--- config.mk ---
export PLATFORM = sky130hd
export DESIGN_NAME = shiftrows_parity_mixcolumns
export DESIGN_NICKNAME = d
export VERILOG_FILES = /design/src/sprmc_pkg.sv /design/src/sprmc_lane.sv /design/src/sprmc_merge.sv /design/src/shiftrows_parity_mixcolumns.sv
export VERILOG_INCLUDE_DIRS = /design/src /design/src/src
export SDC_FILE = /design/constraint.sdc
export NUM_CORES = 1
export LEC_CHECK = 0
export BUFFER_PORTS_ARGS = -buffer_cell sky130_fd_sc_hd__buf_2
export CORE_UTILIZATION = 29
export DETAILED_ROUTE_END_ITERATION = 10
export PLACE_DENSITY = 0.52
export SKIP_LAST_GASP = 1
export SYNTH_ARGS = -nofsm -noshare
export SYNTH_HDL_FRONTEND = slang
export SYNTH_SLANG_ARGS = --single-unit
--- constraint.sdc ---
create_clock -name clk -period 9.3 [get_ports clk]
set_input_delay 1.395 -clock clk [delete_from_list [all_inputs] [get_ports clk]]
set_output_delay 1.395 -clock clk [all_outputs]
set_load 0.005 [all_outputs]
--- src/shiftrows_parity_mixcolumns_assert.svh ---
// ----------------------------------------------------------------------------
// shiftrows_parity_mixcolumns assertion macros
// Shared concurrent assertion forms, clocked on clk with reset rst_n.
// ----------------------------------------------------------------------------
`ifndef SHIFTROWS_PARITY_MIXCOLUMNS_ASSERT_SVH
`define SHIFTROWS_PARITY_MIXCOLUMNS_ASSERT_SVH

// Same-cycle implication
`define SPRMC_ASSERT_NOW(lbl, ante, cons, msg) \
    lbl: assert property (@(posedge clk) disable iff (!rst_n) (ante) |-> (cons)) \
        else $error(msg);

// Next-cycle implication
`define SPRMC_ASSERT_NEXT(lbl, ante, cons, msg) \
    lbl: assert property (@(posedge clk) disable iff (!rst_n) (ante) |=> (cons)) \
        else $error(msg);

`endif

--- src/sprmc_pkg.sv ---
// ----------------------------------------------------------------------------
// sprmc_pkg
// Byte and column types plus the GF(2^8) helpers used by the column lanes.
// ----------------------------------------------------------------------------
package sprmc_pkg;

    localparam int NUM_ROWS  = 4;
    localparam int NUM_COLS  = 4;
    localparam int HALF_BYTES = 8;

    localparam logic [7:0] GF_REDUCE = 8'h1B;

    typedef logic [7:0] byte_t;
    // one state column, index is the row
    typedef byte_t [NUM_ROWS-1:0] col_t;

    // multiply by x modulo x^8 + x^4 + x^3 + x + 1
    function automatic byte_t xtime(input byte_t x);
        byte_t y;
        y = {x[6:0], 1'b0};
        if (x[7])
        begin
            y = y ^ GF_REDUCE;
        end
        return y;
    endfunction

    // invert the top bit of any byte with odd popcount
    function automatic byte_t parity_flip(input byte_t x);
        return {x[7] ^ (^x), x[6:0]};
    endfunction

endpackage

--- src/sprmc_lane.sv ---
// ----------------------------------------------------------------------------
// sprmc_lane
// One column lane: parity flip on each byte, then AES MixColumns.
// ----------------------------------------------------------------------------
module sprmc_lane
(
    input  sprmc_pkg::col_t col_in,
    output sprmc_pkg::col_t col_out
);
    import sprmc_pkg::*;

    byte_t s [NUM_ROWS];
    byte_t t [NUM_ROWS];

    // parity-adjusted bytes and their doubles
    always_comb
    begin
        for (int r = 0; r < NUM_ROWS; r++)
        begin
            s[r] = parity_flip(col_in[r]);
            t[r] = xtime(s[r]);
        end
    end

    // column matrix 2 3 1 1, rotated per row
    assign col_out[0] = t[0] ^ t[1] ^ s[1] ^ s[2] ^ s[3];
    assign col_out[1] = s[0] ^ t[1] ^ t[2] ^ s[2] ^ s[3];
    assign col_out[2] = s[0] ^ s[1] ^ t[2] ^ t[3] ^ s[3];
    assign col_out[3] = t[0] ^ s[0] ^ s[1] ^ s[2] ^ t[3];

endmodule

--- src/sprmc_merge.sv ---
// ----------------------------------------------------------------------------
// sprmc_merge
// Packs the four lane columns back into row-major halves and holds the
// result beat in the output register.
// ----------------------------------------------------------------------------
module sprmc_merge
(
    input  logic                         clk,
    input  logic                         rst_n,
    input  sprmc_pkg::col_t              lane_col [sprmc_pkg::NUM_COLS],
    input  logic                         load,
    input  logic                         result_stall,
    output logic                         result_valid,
    output logic                         busy,
    output logic [63:0]                  result_high,
    output logic [63:0]                  result_low
);
    import sprmc_pkg::*;

    logic        valid_reg;
    logic        valid_next;
    logic [63:0] high_reg;
    logic [63:0] high_next;
    logic [63:0] low_reg;
    logic [63:0] low_next;

    // row-major packing, byte 4r+c from lane c row r
    always_comb
    begin
        high_next = '0;
        low_next  = '0;
        for (int r = 0; r < NUM_ROWS; r++)
        begin
            for (int c = 0; c < NUM_COLS; c++)
            begin
                if (r < 2)
                begin
                    high_next[63 - 8 * (4 * r + c) -: 8] = lane_col[c][r];
                end
                else
                begin
                    low_next[63 - 8 * (4 * (r - 2) + c) -: 8] = lane_col[c][r];
                end
            end
        end
    end

    // output register holds while stalled
    assign busy       = valid_reg && result_stall;
    assign valid_next = load || busy;

    always_ff @(posedge clk or negedge rst_n)
    begin
        if (!rst_n)
        begin
            valid_reg <= 1'b0;
        end
        else
        begin
            valid_reg <= valid_next;
        end
    end

    always_ff @(posedge clk)
    begin
        if (load)
        begin
            high_reg <= high_next;
            low_reg  <= low_next;
        end
    end

    assign result_valid = valid_reg;
    assign result_high  = high_reg;
    assign result_low   = low_reg;

endmodule

--- src/shiftrows_parity_mixcolumns.sv ---
// ----------------------------------------------------------------------------
// shiftrows_parity_mixcolumns
// ShiftRows, per-byte parity flip and AES MixColumns on one 128-bit block.
// ----------------------------------------------------------------------------
// The block takes one 16-byte state per beat and returns one result beat,
// in the same row-major layout, in the cycle after it is taken. It accepts
// a new block every cycle while block_stall is low: four column lanes do
// the parity flip and MixColumns in parallel, and the only register on the
// path is the output register in the merge stage, so block_stall rises
// only while a finished result sits there and result_stall is high.
// ----------------------------------------------------------------------------
module shiftrows_parity_mixcolumns
(
    input  logic        clk,
    input  logic        rst_n,
    input  logic        block_valid,
    output logic        block_stall,
    input  logic [63:0] block_high,
    input  logic [63:0] block_low,
    output logic        result_valid,
    input  logic        result_stall,
    output logic [63:0] result_high,
    output logic [63:0] result_low
);
    import sprmc_pkg::*;

    byte_t state [NUM_ROWS * NUM_COLS];
    col_t  lane_in  [NUM_COLS];
    col_t  lane_out [NUM_COLS];
    logic  load;
    logic  busy;
    logic  in_zero;
    logic  out_zero;
    logic  out_beat;

    // unpack the two halves into state bytes
    always_comb
    begin
        for (int i = 0; i < HALF_BYTES; i++)
        begin
            state[i]              = block_high[63 - 8 * i -: 8];
            state[HALF_BYTES + i] = block_low[63 - 8 * i -: 8];
        end
    end

    // ShiftRows routing: lane c row r takes byte 4r + ((c + r) mod 4)
    always_comb
    begin
        for (int c = 0; c < NUM_COLS; c++)
        begin
            for (int r = 0; r < NUM_ROWS; r++)
            begin
                lane_in[c][r] = state[NUM_COLS * r + ((c + r) % NUM_COLS)];
            end
        end
    end

    // column lanes
    for (genvar c = 0; c < NUM_COLS; c++)
    begin : g_lane
        sprmc_lane u_lane
        (
            .col_in  (lane_in[c]),
            .col_out (lane_out[c])
        );
    end

    // handshake
    assign block_stall = busy;
    assign load        = block_valid && !busy;

    sprmc_merge u_merge
    (
        .clk          (clk),
        .rst_n        (rst_n),
        .lane_col     (lane_out),
        .load         (load),
        .result_stall (result_stall),
        .result_valid (result_valid),
        .busy         (busy),
        .result_high  (result_high),
        .result_low   (result_low)
    );

    // checks
    assign in_zero  = ~|{block_high, block_low};
    assign out_zero = ~|{result_high, result_low};
    assign out_beat = result_valid && !result_stall;

    `include "shiftrows_parity_mixcolumns_assert.svh"

    `SPRMC_ASSERT_NEXT(a_accept_gives_result, load, result_valid, "accepted beat gave no result")
    `SPRMC_ASSERT_NEXT(a_drain_empties, out_beat && !load, !result_valid, "result beat repeated")
    `SPRMC_ASSERT_NEXT(a_zero_block, load && in_zero, out_zero, "zero block gave nonzero result")
    `SPRMC_ASSERT_NOW(a_stall_only_when_full, block_stall, result_valid, "stall with empty output")

endmodule
-- Yosys cells after proc, flatten, opt, wreduce, memory -nomap -nowiden
Index checks and enable logic that the tools add are counted.
- bits in registers: 129
- bits of input ports: 132
- mux-type cells: 16
- reduce and logical (&&, ||, !) cells: 20
- bitwise gates (word level): 96
- operators by type and width (cell ; count):
    $xor A8 B8 Y8 ; 64
    $reduce_xor A8 Y1 ; 16
    $mux W5 ; 16
    $not A4 Y4 ; 16
    $xor A1 B1 Y1 ; 16
    $logic_and A1 B1 Y1 ; 2
    $logic_not A1 Y1 ; 1
    $logic_or A1 B1 Y1 ; 1

-- Longest topological paths before layout
Gate-level depths: netlist of the first run.
- word-level depth: 7
- mapped depth: 6

-- By module
From an unflattened synthesis of the first run, not the netlist that was laid out.
- cells, all modules: 684
- area, all modules: 9846.9 µm²
- by module, submodules not included (module ; instances ; area an instance (µm²) ; seq. area each (µm²) ; cells an instance):
    sprmc_lane ; 4 ; 1487.7 ; 0.0 ; 138
    sprmc_merge ; 1 ; 3882.5 ; 3868.7 ; 131
    shiftrows_parity_mixcolumns ; 1 ; 13.8 ; 0.0 ; 1

-- Worst setup path after synthesis of the first run
No wires, ideal clock.
- path type: input port to flip-flop
- from: input result_stall
- to: register u_merge.high_reg[0], in the netlist u_merge.result_high[0] (enable)
- data required time: 8.668 ns
- setup time: 0.632 ns
- arrival: 7.231 ns
- cell stages on the path: 2
- path buffers: 0
- path slack: 1.437 ns
- cells stage by stage: and2_1 > nor2b_1
- word-level cells in the longest chain between the ends: 3
- RTL lines (what ; line ; source):
    start, declared ; shiftrows_parity_mixcolumns.sv:21 ; input logic result_stall,
    $logic_and A1 B1 Y1 ; sprmc_merge.sv:49 ; assign busy = valid_reg && result_stall;
    $logic_not A1 Y1 ; shiftrows_parity_mixcolumns.sv:70 ; assign load = block_valid && !busy;
    $logic_and A1 B1 Y1 ; shiftrows_parity_mixcolumns.sv:70 ;
    via load ; shiftrows_parity_mixcolumns.sv:30 ; logic load;
    end signal, assigned ; sprmc_merge.sv:68 ; high_reg <= high_next;
    end, declared ; sprmc_merge.sv:22 ; logic [63:0] high_reg;
The timed path passes the listed nets, and every way through them passes these cells.
A chain may end at the register's enable or synchronous reset.

-- Worst setup path after layout of the first run
- from: input result_stall
- to: register u_merge.low_reg[56], in the netlist u_merge.result_low[56] (enable)
- word-level cells in the longest chain between the ends: 3
- RTL lines (what ; line ; source):
    $logic_and A1 B1 Y1 ; sprmc_merge.sv:49 ;
    $logic_not A1 Y1 ; shiftrows_parity_mixcolumns.sv:70 ;
    $logic_and A1 B1 Y1 ; shiftrows_parity_mixcolumns.sv:70 ;
    via load ; shiftrows_parity_mixcolumns.sv:30 ;
    end signal, assigned ; sprmc_merge.sv:69 ; low_reg <= low_next;
    end, declared ; sprmc_merge.sv:24 ; logic [63:0] low_reg;
The timed path passes the listed nets, and every way through them passes these cells.

==> results of run 1 <==
layout make-up:
cell class,instances,area [µm²]
Fill cell,2904,18160
Tap cell,384,480.5
Clock buffer,18,429.2
Sequential cell,129,3869
Multi-Input combinational cell,511,4695
Timing Repair Buffer,247,1241
Clock inverter,14,137.6
metrics by stage:
step / hold slack [ps] / util / instance area, µm²
3_3_place_gp: 664.6 / 0.3545 / 10280
3_5_place_dp: 675.9 / 0.3545 / 10280
6_report: 696.4 / 0.3740 / 10850
5_1_grt: 723.5 / 0.3740 / 10850
2_1_floorplan: 639.1 / - / 8643
4_1_cts: 696.0 / 0.3740 / 10850
how the worst max path moves through the flow:
stage,endpoint,from
after floorplan,u_merge.result_high[0],result_stall
after global placement,u_merge.result_low[59],result_stall
final,u_merge.result_low[56],result_stall
after detailed placement,u_merge.result_low[37],result_stall
after global routing,u_merge.result_low[57],result_stall
after CTS,u_merge.result_low[56],result_stall
state kept, by name, indices dropped and copies added, names as in the netlist:
| name | count |
|---|---|
| u_merge.result_low | 64 |
| u_merge.result_high | 64 |
| u_merge.result_valid | 1 |
cells by family after synthesis:
family                    synth area share
xor gates and xnor gates            0.5401
buffers and inverters              0.01013
DFF                                 0.4476
and+or+nand+nor                   0.002173
power by group:
group,switching [mW],leakage [nW],internal (mW)
Clock,0.270,0.277,0.394
Combinational,0.584,2.40,0.569
Sequential,0.0370,1.23,0.921
critical path, cell delays in order:
cell and delay [ps]:
buf_2 90, and2_1 170, nor2b_4 100, buf_4 590, buf_4 850
cell usage in the layout (no fill, tap or decap), types with 2 or more instances in the layout:
master,n
bufinv_16,2
xor2_2,3
edfxtp_1,128
xnor3_1,2
buf_4,2
buf_2,245
clkinv_2,3
xnor2_1,392
xnor2_2,18
inv_6,3
clkinv_4,2
clkbuf_16,17
clkinv_1,3
xor2_1,91
routing by layer:
layer,up-vias,global-route usage,share of wire
met5,-,0,0
li1,2607,-,-
met1,2508,0.1781,0.47
met3,22,0.02546,0.041
met4,0,0.04964,0.019
met2,148,0.2197,0.47
==> results.md, run 1 <==
- Worst slew pin tran: 954.0 ps
- Slew headroom: 0.3640
- Sink Count: 129
- Worst setup margin: 5991 ps
- Max Fclk: 0.3022 GHz
- Setup bufs post-CTS: 0
- Max cap viols: 0
- Cell taking the most area after synthesis: edfxtp_1
- Vias/cell: 4.056
- Initial antenna violation count: 0
- Overflow after GRT: 0
- Hold depth: 2
- Cells on worst reg2reg path: 4
- Design Power: 2.774 mW
- Sequential share of the synthesized area: 0.4476
- Ports: 262
- Clk buf depth: 2
- Routed WL per cell: 15.57 µm
- Critical R2R Capture: u_merge.result_low[56]
- Fin cells: 1303
- IO Port Bufs: 245
- Top post-synthesis cells by count: 392 x xnor2_1, 128 x edfxtp_1, 91 x xor2_1
- Nets: about 1.0k
- Num rows: 62
- Clock Latency Late Sink: 410 ps
- Setup WS pre-CTS: between 5000 and 6000 ps
- Largest net degree at the start of global routing: 69
- All-Layer GR Usage: 0.1351
- Routed WL: 20280 µm
- FF-to-FF Start: u_merge.result_valid
- GP Congestion: 0.7595
- Ys async rst share: 0.007752
- Placed Cells incl. Taps: 1271
- Critical path fanouts, max: 68
- Mapped Area: between 8000 and 9000 µm²
- Unrepaired setup endpoints after global routing: false
- CP Capture Type: flip-flop
- Peak VDD IR: 0.08746 mV
- WP data arrival: 3340 ps
- Final TNS setup: 0 ps
- Ys Warns: 0
- Antenna cells: 0
- Initial Util: 0.2979
- ANT nets after route: 0
- Fin crit share: 0.3558
- Critical path class: in -> reg
- Count leader, synth: xnor2_1
- # setup viols final: 0
- Tmin final: 3309 ps
- Full die area: 30500 µm²
- H-tree Lvls: 4
- Worst Path Required: slightly above 9000 ps
- Power density over the cells: 255.7 nW/µm²
- Worst Skew: 11.54 ps
- DP HPWL: roughly 16000 µm
- Final Hold Fails: 0
- Post-cts hold buffer count: 0
- Mapped Cells: 660
- Unique masters post-synth: 15
- Main synth FF type: edfxtp_1
- Hold Crit Endpoint: u_merge.result_valid
- Flops & latches, synth: 129
- Root Buffer: clkbuf_16
- Area Overhead vs Synth: 25.55%
- Total CTS buffers: 17
- Hold Path Class: reg -> reg
- DRT Pass-1 Iters: 4
- Static Leak: 3.902 nW
- TritonCTS clock tree: done
- Remaining DRCs: 0
- DR iter-0 viols: 183
- Setup crit start kind: input port
- Avg Inst Size Synth: 13.10 µm²
- Vias in the first global route: about 5.6k
- Hold Crit Start: u_merge.result_valid
- Final Max Tran Viols: 0
- Vias: 5285
- Die height: 174.6 µm
- Top post-synthesis cells by area: edfxtp_1 44%, xnor2_1 40%, xor2_1 9.2%
- EDFF count, synth: between 100 and 150
- Syn nets: 792
- R2r setup slk: 6670 ps
- Share of cells above drive strength 1: 0.3254
- Clk slew on worst S/H paths: 60 ps
- CORE AREA: just under 30000 µm²
- Die Wd: 174.6 µm
- Outcome: complete, no violations
- Share of the synthesized area in the top cell type: 0.4447
- CTS resizes: 0
- First-pass GRT wire length: approximately 31000 µm
(Power assumes the default switching activity.)
==> inputs of run 2 (changes only) <==
ABC_AREA = 1   (was not set)
PLACE_DENSITY = 0.5   (was 0.52)
clock period = 3.4 ns   (was 9.3 ns; I/O delays follow)
==> run 2 against run 1 <==
  * Flip-flop and latch count is the same
  * Worst hold slack lost 450 ps
  * Non-clock buffer count is the same
  * Largest cell class unchanged
  * Count of clock-buffer cells in the layout shrank 1
  * Critical path type is now reg -> reg
  * Critical endpoint is now u_merge.result_high[20]
  * Utilization shrank 3.0 points
  * Largest power group unchanged
  * Cell count grew 77%
  * Setup slack lost 4300 ps
  * Critical path depth shrank 1
==> results.md, run 2 <==
- Fin cells: 2304 (+77%)
- Unique masters post-synth: 32 (+17)
- Worst slew pin tran: 807.9 ps (-146.1 ps)
- Routed WL per cell: 14.27 µm (-8.4%)
- CP Capture Type: flip-flop
- WP data arrival: 1830 ps (-1510 ps)
- Unrepaired setup endpoints after global routing: false
- Tmin final: 1726 ps
- FF-to-FF Start: u_merge.result_valid
- Hold Crit Start: result_stall
- Most common cell after layout, fill and taps aside: nand2_1
- Root Buffer: clkbuf_16
- DP HPWL: 26400 µm (+62%)
- Main synth FF type: edfxtp_1
- GP Congestion: 0.8773 (+16%)
- H-tree Lvls: 4 (unchanged)
- Worst Skew: 6.444 ps (-5.096 ps)
- EDFF count, synth: 128 (unchanged)
- Critical path fanouts, max: 128 (+88%)
- Top post-synthesis cells by count: 585 x nand2_1, 227 x xor2_1, 151 x inv_1
- Avg Inst Size Synth: 7.675 µm² (-41%)
- Outcome: complete, no violations
- Fin crit share: 0.5077
- ANT nets after route: 0 (unchanged)
- Peak VDD IR: 0.3577 mV (+310%)
- Share of cells above drive strength 1: 0.2208 (-0.1046)
- Flops & latches, synth: 129 (unchanged)
- Die Wd: 205.3 µm (+18%)
- Psw: 2.407 mW (+170%)
- Die height: 205.3 µm (+18%)
- Slowest cell on crit path: buf_12
- TritonCTS clock tree: done
- Critical path class: reg -> reg
- Combinational Power Share: 0.374 (-0.041)
- Clk slew on worst S/H paths: 60 ps (about the same)
- First-pass GRT wire length: 50850 µm (+62%)
- Static Leak: 7.096 nW (+82%)
- Top post-synthesis cells by area: edfxtp_1 32%, nand2_1 18%, xor2_1 17%
- Final Hold Fails: 0 (unchanged)
- Count leader, synth: nand2_1
- Commonest cells after routing, fill and taps aside: 585 x nand2_1, 245 x buf_2, 227 x xor2_1, 151 x inv_1, 128 x edfxtp_1
- Final Max Tran Viols: 0 (unchanged)
- Syn nets: 1693 (+110%)
- All-Layer GR Usage: 0.1617 (+0.02654)
- Initial Util: 0.2934 (-0.004507)
- Clock power share: 0.288 (+0.049)
- CORE AREA: 40830 µm² (+41%)
- Slew headroom: 0.4614 (+0.09739)
- Total CTS buffers: 17 (unchanged)
- Max cap viols: 0 (unchanged)
- Ys Warns: 0 (unchanged)
- Clock Latency Late Sink: 480 ps (+70 ps)
- R2r setup slk: 1670 ps (-5000 ps)
- Hold depth: 3 (+1)
- CP peak stage delay: 500 ps (-350 ps)
- Critical R2R Capture: u_merge.result_high[20]
- Setup crit start kind: flip-flop
- Largest net degree at the start of global routing: 129 (+87%)
- Placed cell area: 13460 µm² (+31%)
- Setup bufs post-CTS: 0 (unchanged)
- Mapped Area: 11980 µm² (+39%)
- Initial antenna violation count: 2 (+2)
- Final TNS setup: 0 ps (unchanged)
- IO Port Bufs: 245 (unchanged)
- Critical path origin: u_merge.result_valid
- Hold Path Class: in -> reg
- Full die area: 42130 µm² (+38%)
- Clk buf depth: 2 (unchanged)
- Hold Crit Endpoint: u_merge.result_valid
- Design area: 14050 µm² (+30%)
- Overflow after GRT: 0 (unchanged)
- Share of the synthesized area in the top cell type: 0.3208 (-0.1239)
- Vias/cell: 4.350 (+7.3%)
- Register share of total power: 0.339 (-0.006)
- Placed Cells incl. Taps: 2270 (+79%)
- Routed WL: 32870 µm (+62%)
- # setup viols final: 0 (unchanged)
- Max Fclk: between 0.5 and 0.6 GHz
- DR iter-0 viols: 422 (+130%)
- Mapped Cells: 1561 (+140%)
- Cell taking the most area after synthesis: edfxtp_1
- Internal power: 4.146 mW (+120%)
- Sequential share of the synthesized area: 0.3229 (-0.1247)
- Nets: 1890 (+82%)
- Sink Count: 129 (unchanged)
- Remaining DRCs: 0 (unchanged)
- CP cell instances: nand2_1 > inv_1 > nor2_4 > buf_12
- DRT Pass-1 Iters: 5 (+1)
- Cells on worst reg2reg path: 4 (unchanged)
- Power density over the cells: 466.3 nW/µm² (+82%)
- Worst Path Required: 3500 ps (-5830 ps)
- Vias in the first global route: 9612 (+71%)
- Ys async rst share: 0.007752 (unchanged)
- Num rows: 74 (+19%)
- Area Overhead vs Synth: 17.31%
- Ports: 262 (unchanged)
- Switching share of power: 0.3673 (+0.04614)
- Vias: 10.02k (+90%)
==> run 2: power by group through the flow <==
| stage | clock (mW) | combinational (mW) | sequential, mW |
|---|---|---|---|
| 2_1_floorplan | 0 | 1.73 | 2.29 |
| 3_5_place_dp | 0 | 2.47 | 2.26 |
| 5_1_grt | 2.01 | 2.78 | 2.24 |
| 3_3_place_gp | 0 | 2.45 | 2.26 |
| 6_report | 1.88 | 2.45 | 2.22 |
| 4_1_cts | 1.97 | 2.49 | 2.23 |
==> run 2: cell families after synthesis <==
family | Yosys count | synth area share
flops | 129 | 0.3229
compound gates | 2 | 0.0008347
xor+xnor | 362 | 0.2737
simple gates | 821 | 0.3103
buf+inv | 247 | 0.09222
==> run 2: worst max-delay path by stage <==
stage	endpoint	slack, ps	cells after the start
final	u_merge.result_high[20]	1670	4
after detailed placement	u_merge.result_high[44]	1180	15
after floorplan	u_merge.result_high[0]	450	3
after global routing	u_merge.result_high[44]	1520	15
after global placement	u_merge.result_high[44]	1190	15
after CTS	block_stall	1670	3
==> run 2: cell type report <==
class                      instances  area [µm²]
timing repair buffer             247        1256
sequential                       129        3869
fill                            4308       26780
clock buffer                      17       425.4
inverter                         178       669.4
antenna                            1       2.502
multi-input combinational       1185        7014
clock inverter                    15       151.4
tap                              532       665.6
==> run 2: per-layer routing <==
metal,GRT usage,up-vias,wire [µm]
met2,0.2606,246,15150
met5,0,-,13
met3,0.04831,40,2074
met1,0.1987,4556,14830
li1,-,5179,-
met4,0.07011,2,802
==> run 2: through the flow <==
step           worst slack (ps)  total power, mW  utilization  hold WS, ps
2_1_floorplan             447.9            4.016            -        214.4
5_1_grt                    1521            7.033       0.3442        239.7
4_1_cts                    1673            6.683       0.3441        190.4
3_3_place_gp               1194            4.706       0.3297        288.9
6_report                   1674            6.553       0.3442        250.1
3_5_place_dp               1178            4.728       0.3297        287.1
==> run 2: timing repair <==
action / in CTS / in global routing
gates resized for setup: 0 / 0
hold endpoints to repair: 1 / 0
endpoints found under the setup margin: 0 / 0
hold buffers: 1 / 0
==> run 2: critical path: cells and delay by family, from the launching register on <==
family                 cells  cell delay, ps
and+or+nand+nor            2             190
DFF                        1             380
buffers and inverters      2             580
==> inputs of run 3 (changes only) <==
ABC_AREA = 0   (was 1)
PLACE_DENSITY = 0.54   (was 0.5)
clock period = 1.5 ns   (was 3.4 ns; I/O delays follow)
==> run 3 against run 2 <==
  * Global-route usage shrank 1.5 points
  * Critical endpoint is now u_merge.result_low[8]
  * Largest power group unchanged
  * Critical path depth grew 3
  * Largest cell class unchanged
  * Setup slack lost 1600 ps
  * Clock power grew 130%
  * Total power grew to 2.9 times the previous value
  * Worst hold slack lost 140 ps
  * Count of clock-buffer cells in the layout is the same
==> results.md, run 3 (same netlist as run 1, synthesis figures left out) <==
- Outcome: complete, no violations
- CP Capture Type: flip-flop
- Worst Path Required: 1670 ps (-1830 ps)
- # setup viols final: 0 (unchanged)
- Routed WL: 21610 µm (-34%)
- Max cap viols: 0 (unchanged)
- Final core utilization: 0.4576 (+0.1134)
- Fill cell count: 2775 (-36%)
- ANT nets after route: 0 (unchanged)
- Full die area: 30500 µm² (-28%)
- Static Leak: 5.313 nW (-25%)
- Critical path fanouts, max: 3 (-98%)
- Min Hold Slack: 109.7 ps (-140.5 ps)
- Slew headroom: 0.6065 (+0.1451)
- Die Wd: 174.6 µm (-15%)
- Final Hold Fails: 0 (unchanged)
- Sink Count: 129 (unchanged)
- First-pass GRT wire length: 33600 µm (-34%)
- Met2 routed WL: 10650 µm (-30%)
- Commonest cells after routing, fill and taps aside: 361 x xnor2_1, 245 x buf_2, 235 x buf_4, 128 x edfxtp_1, 84 x xor2_1
- Clk buf depth: 2 (unchanged)
- Remaining DRCs: 0 (unchanged)
- Cells on worst reg2reg path: 4 (unchanged)
- Critical path class: in -> reg
- Initial Util: 0.2979 (+0.004507)
- Vias/cell: 3.853 (-11%)
- GP Congestion: 0.7990 (-8.9%)
- TritonCTS clock tree: done
- Fin crit share: 0.9729
- Setup WS pre-CTS: -602.5 ps (-1781 ps)
- Clk slew on worst S/H paths: 60 ps (about the same)
- Antenna cells: 0 (-1)
- CORE AREA: 29010 µm² (-29%)
- WP data arrival: 1620 ps (-210 ps)
- Fin cells: 1546 (-33%)
- Largest net degree at the start of global routing: 25 (-81%)
- Vias: 5956 (-41%)
- R2r setup slk: 140 ps (-1530 ps)
- Most common cell after layout, fill and taps aside: xnor2_1
- Worst Skew: 7.880 ps (+1.436 ps)
- H-tree Lvls: 4 (unchanged)
- Post-Route M1 WL: 10000 µm (-33%)
- Critical R2R Capture: u_merge.result_high[32]
- Design Power: 19.09 mW (+190%)
- DP HPWL: 18300 µm (-31%)
- Overflow after GRT: 0 (unchanged)
- Num rows: 62 (-16%)
- DR iter-0 viols: 154 (-64%)
- Die height: 174.6 µm (-15%)
- Ports: 262 (unchanged)
- Vias in the first global route: 6306 (-34%)
- Setup crit start kind: input port
- IO Port Bufs: 245 (unchanged)
- Area Overhead vs Synth: 53.60%
- Hold Path Class: in -> async
- Tmin final: 1459 ps
- Worst setup margin: 40.65 ps (-1633 ps)
- Placed Cells incl. Taps: 1506 (-34%)
- Worst slew pin tran: 586.0 ps (-221.9 ps)
- Max Fclk: 0.6852 GHz
- DRT Pass-1 Iters: 4 (-1)
- Nets: 1281 (-32%)
- Peak VDD IR: 0.6715 mV (+88%)
- Total CTS buffers: 17 (unchanged)
- FF-to-FF Start: u_merge.result_valid
- Clock Latency Late Sink: 420 ps (-60 ps)
- Detailed route wirelength on metal3: 767 µm (-63%)
- Share of cells above drive strength 1: 0.5000 (+0.2792)
- Initial antenna violation count: 0 (-2)
- Power density over the cells: 1438 nW/µm² (+210%)
- Highest routed layer: met4
- Routed WL per cell: 13.98 µm (-2.0%)
- Root Buffer: clkbuf_16
- Final Max Tran Viols: 0 (unchanged)
- All-Layer GR Usage: 0.1463 (-0.01530)
run 3: worst max path at each step:
stage          cells past startpoint                endpoint            startpoint
6_report                           7   u_merge.result_low[8]         block_low[18]
5_1_grt                            8  u_merge.result_high[9]         block_low[57]
4_1_cts                            7  u_merge.result_high[8]         block_low[57]
3_5_place_dp                       6   u_merge.result_low[8]         block_low[18]
3_3_place_gp                       6   u_merge.result_low[8]         block_low[18]
2_1_floorplan                      2  u_merge.result_high[0]  u_merge.result_valid
run 3: layout make-up:
cell class	instances	area, µm²	share of cell area
clock buffer	17	425.4	0.03204
sequential	129	3869	0.2914
multi-input combinational	511	5164	0.3889
timing repair buffer	490	3171	0.2388
tap	384	480.5	0.03619
clock inverter	15	167.7	0.01263
run 3: metal layers:
metal | global-route usage | vias to the layer above
met1 | 0.1891 | 2700
met2 | 0.2487 | 140
met4 | 0.03804 | 0
li1 | - | 3107
met5 | 0 | -
met3 | 0.02916 | 9
run 3: critical path: stages:
cell,delay [ps]
buf_2,100
xor3_1,400
xnor3_2,310
xor2_2,180
xnor2_2,140
buf_4,150
xnor2_1,110
run 3: per-stage QoR:
step / setup TNS [ps] / area [µm²]
after floorplan: -178360 / 9220
after global placement: -26050 / 12570
after detailed placement: -27460 / 12570
after CTS: 0 / 13200
after global routing: -1.359 / 13280
final: 0 / 13280
run 3: where the power goes:
| part | total, mW | switching [mW] | internal (mW) |
|---|---|---|---|
| registers | 5.97 | 0.260 | 5.71 |
| logic | 8.87 | 3.97 | 4.91 |
| clock network | 4.25 | 1.66 | 2.60 |
| total | 19.1 | 5.88 | 13.2 |
run 3: timing repair:
action	CTS	global route
cloned	0	0
hold buffers	2	0
buffers inserted	2	4
hold endpoints to repair	2	0
setup endpoints to repair	9	24
resized for setup	0	5
pin swaps	2	4
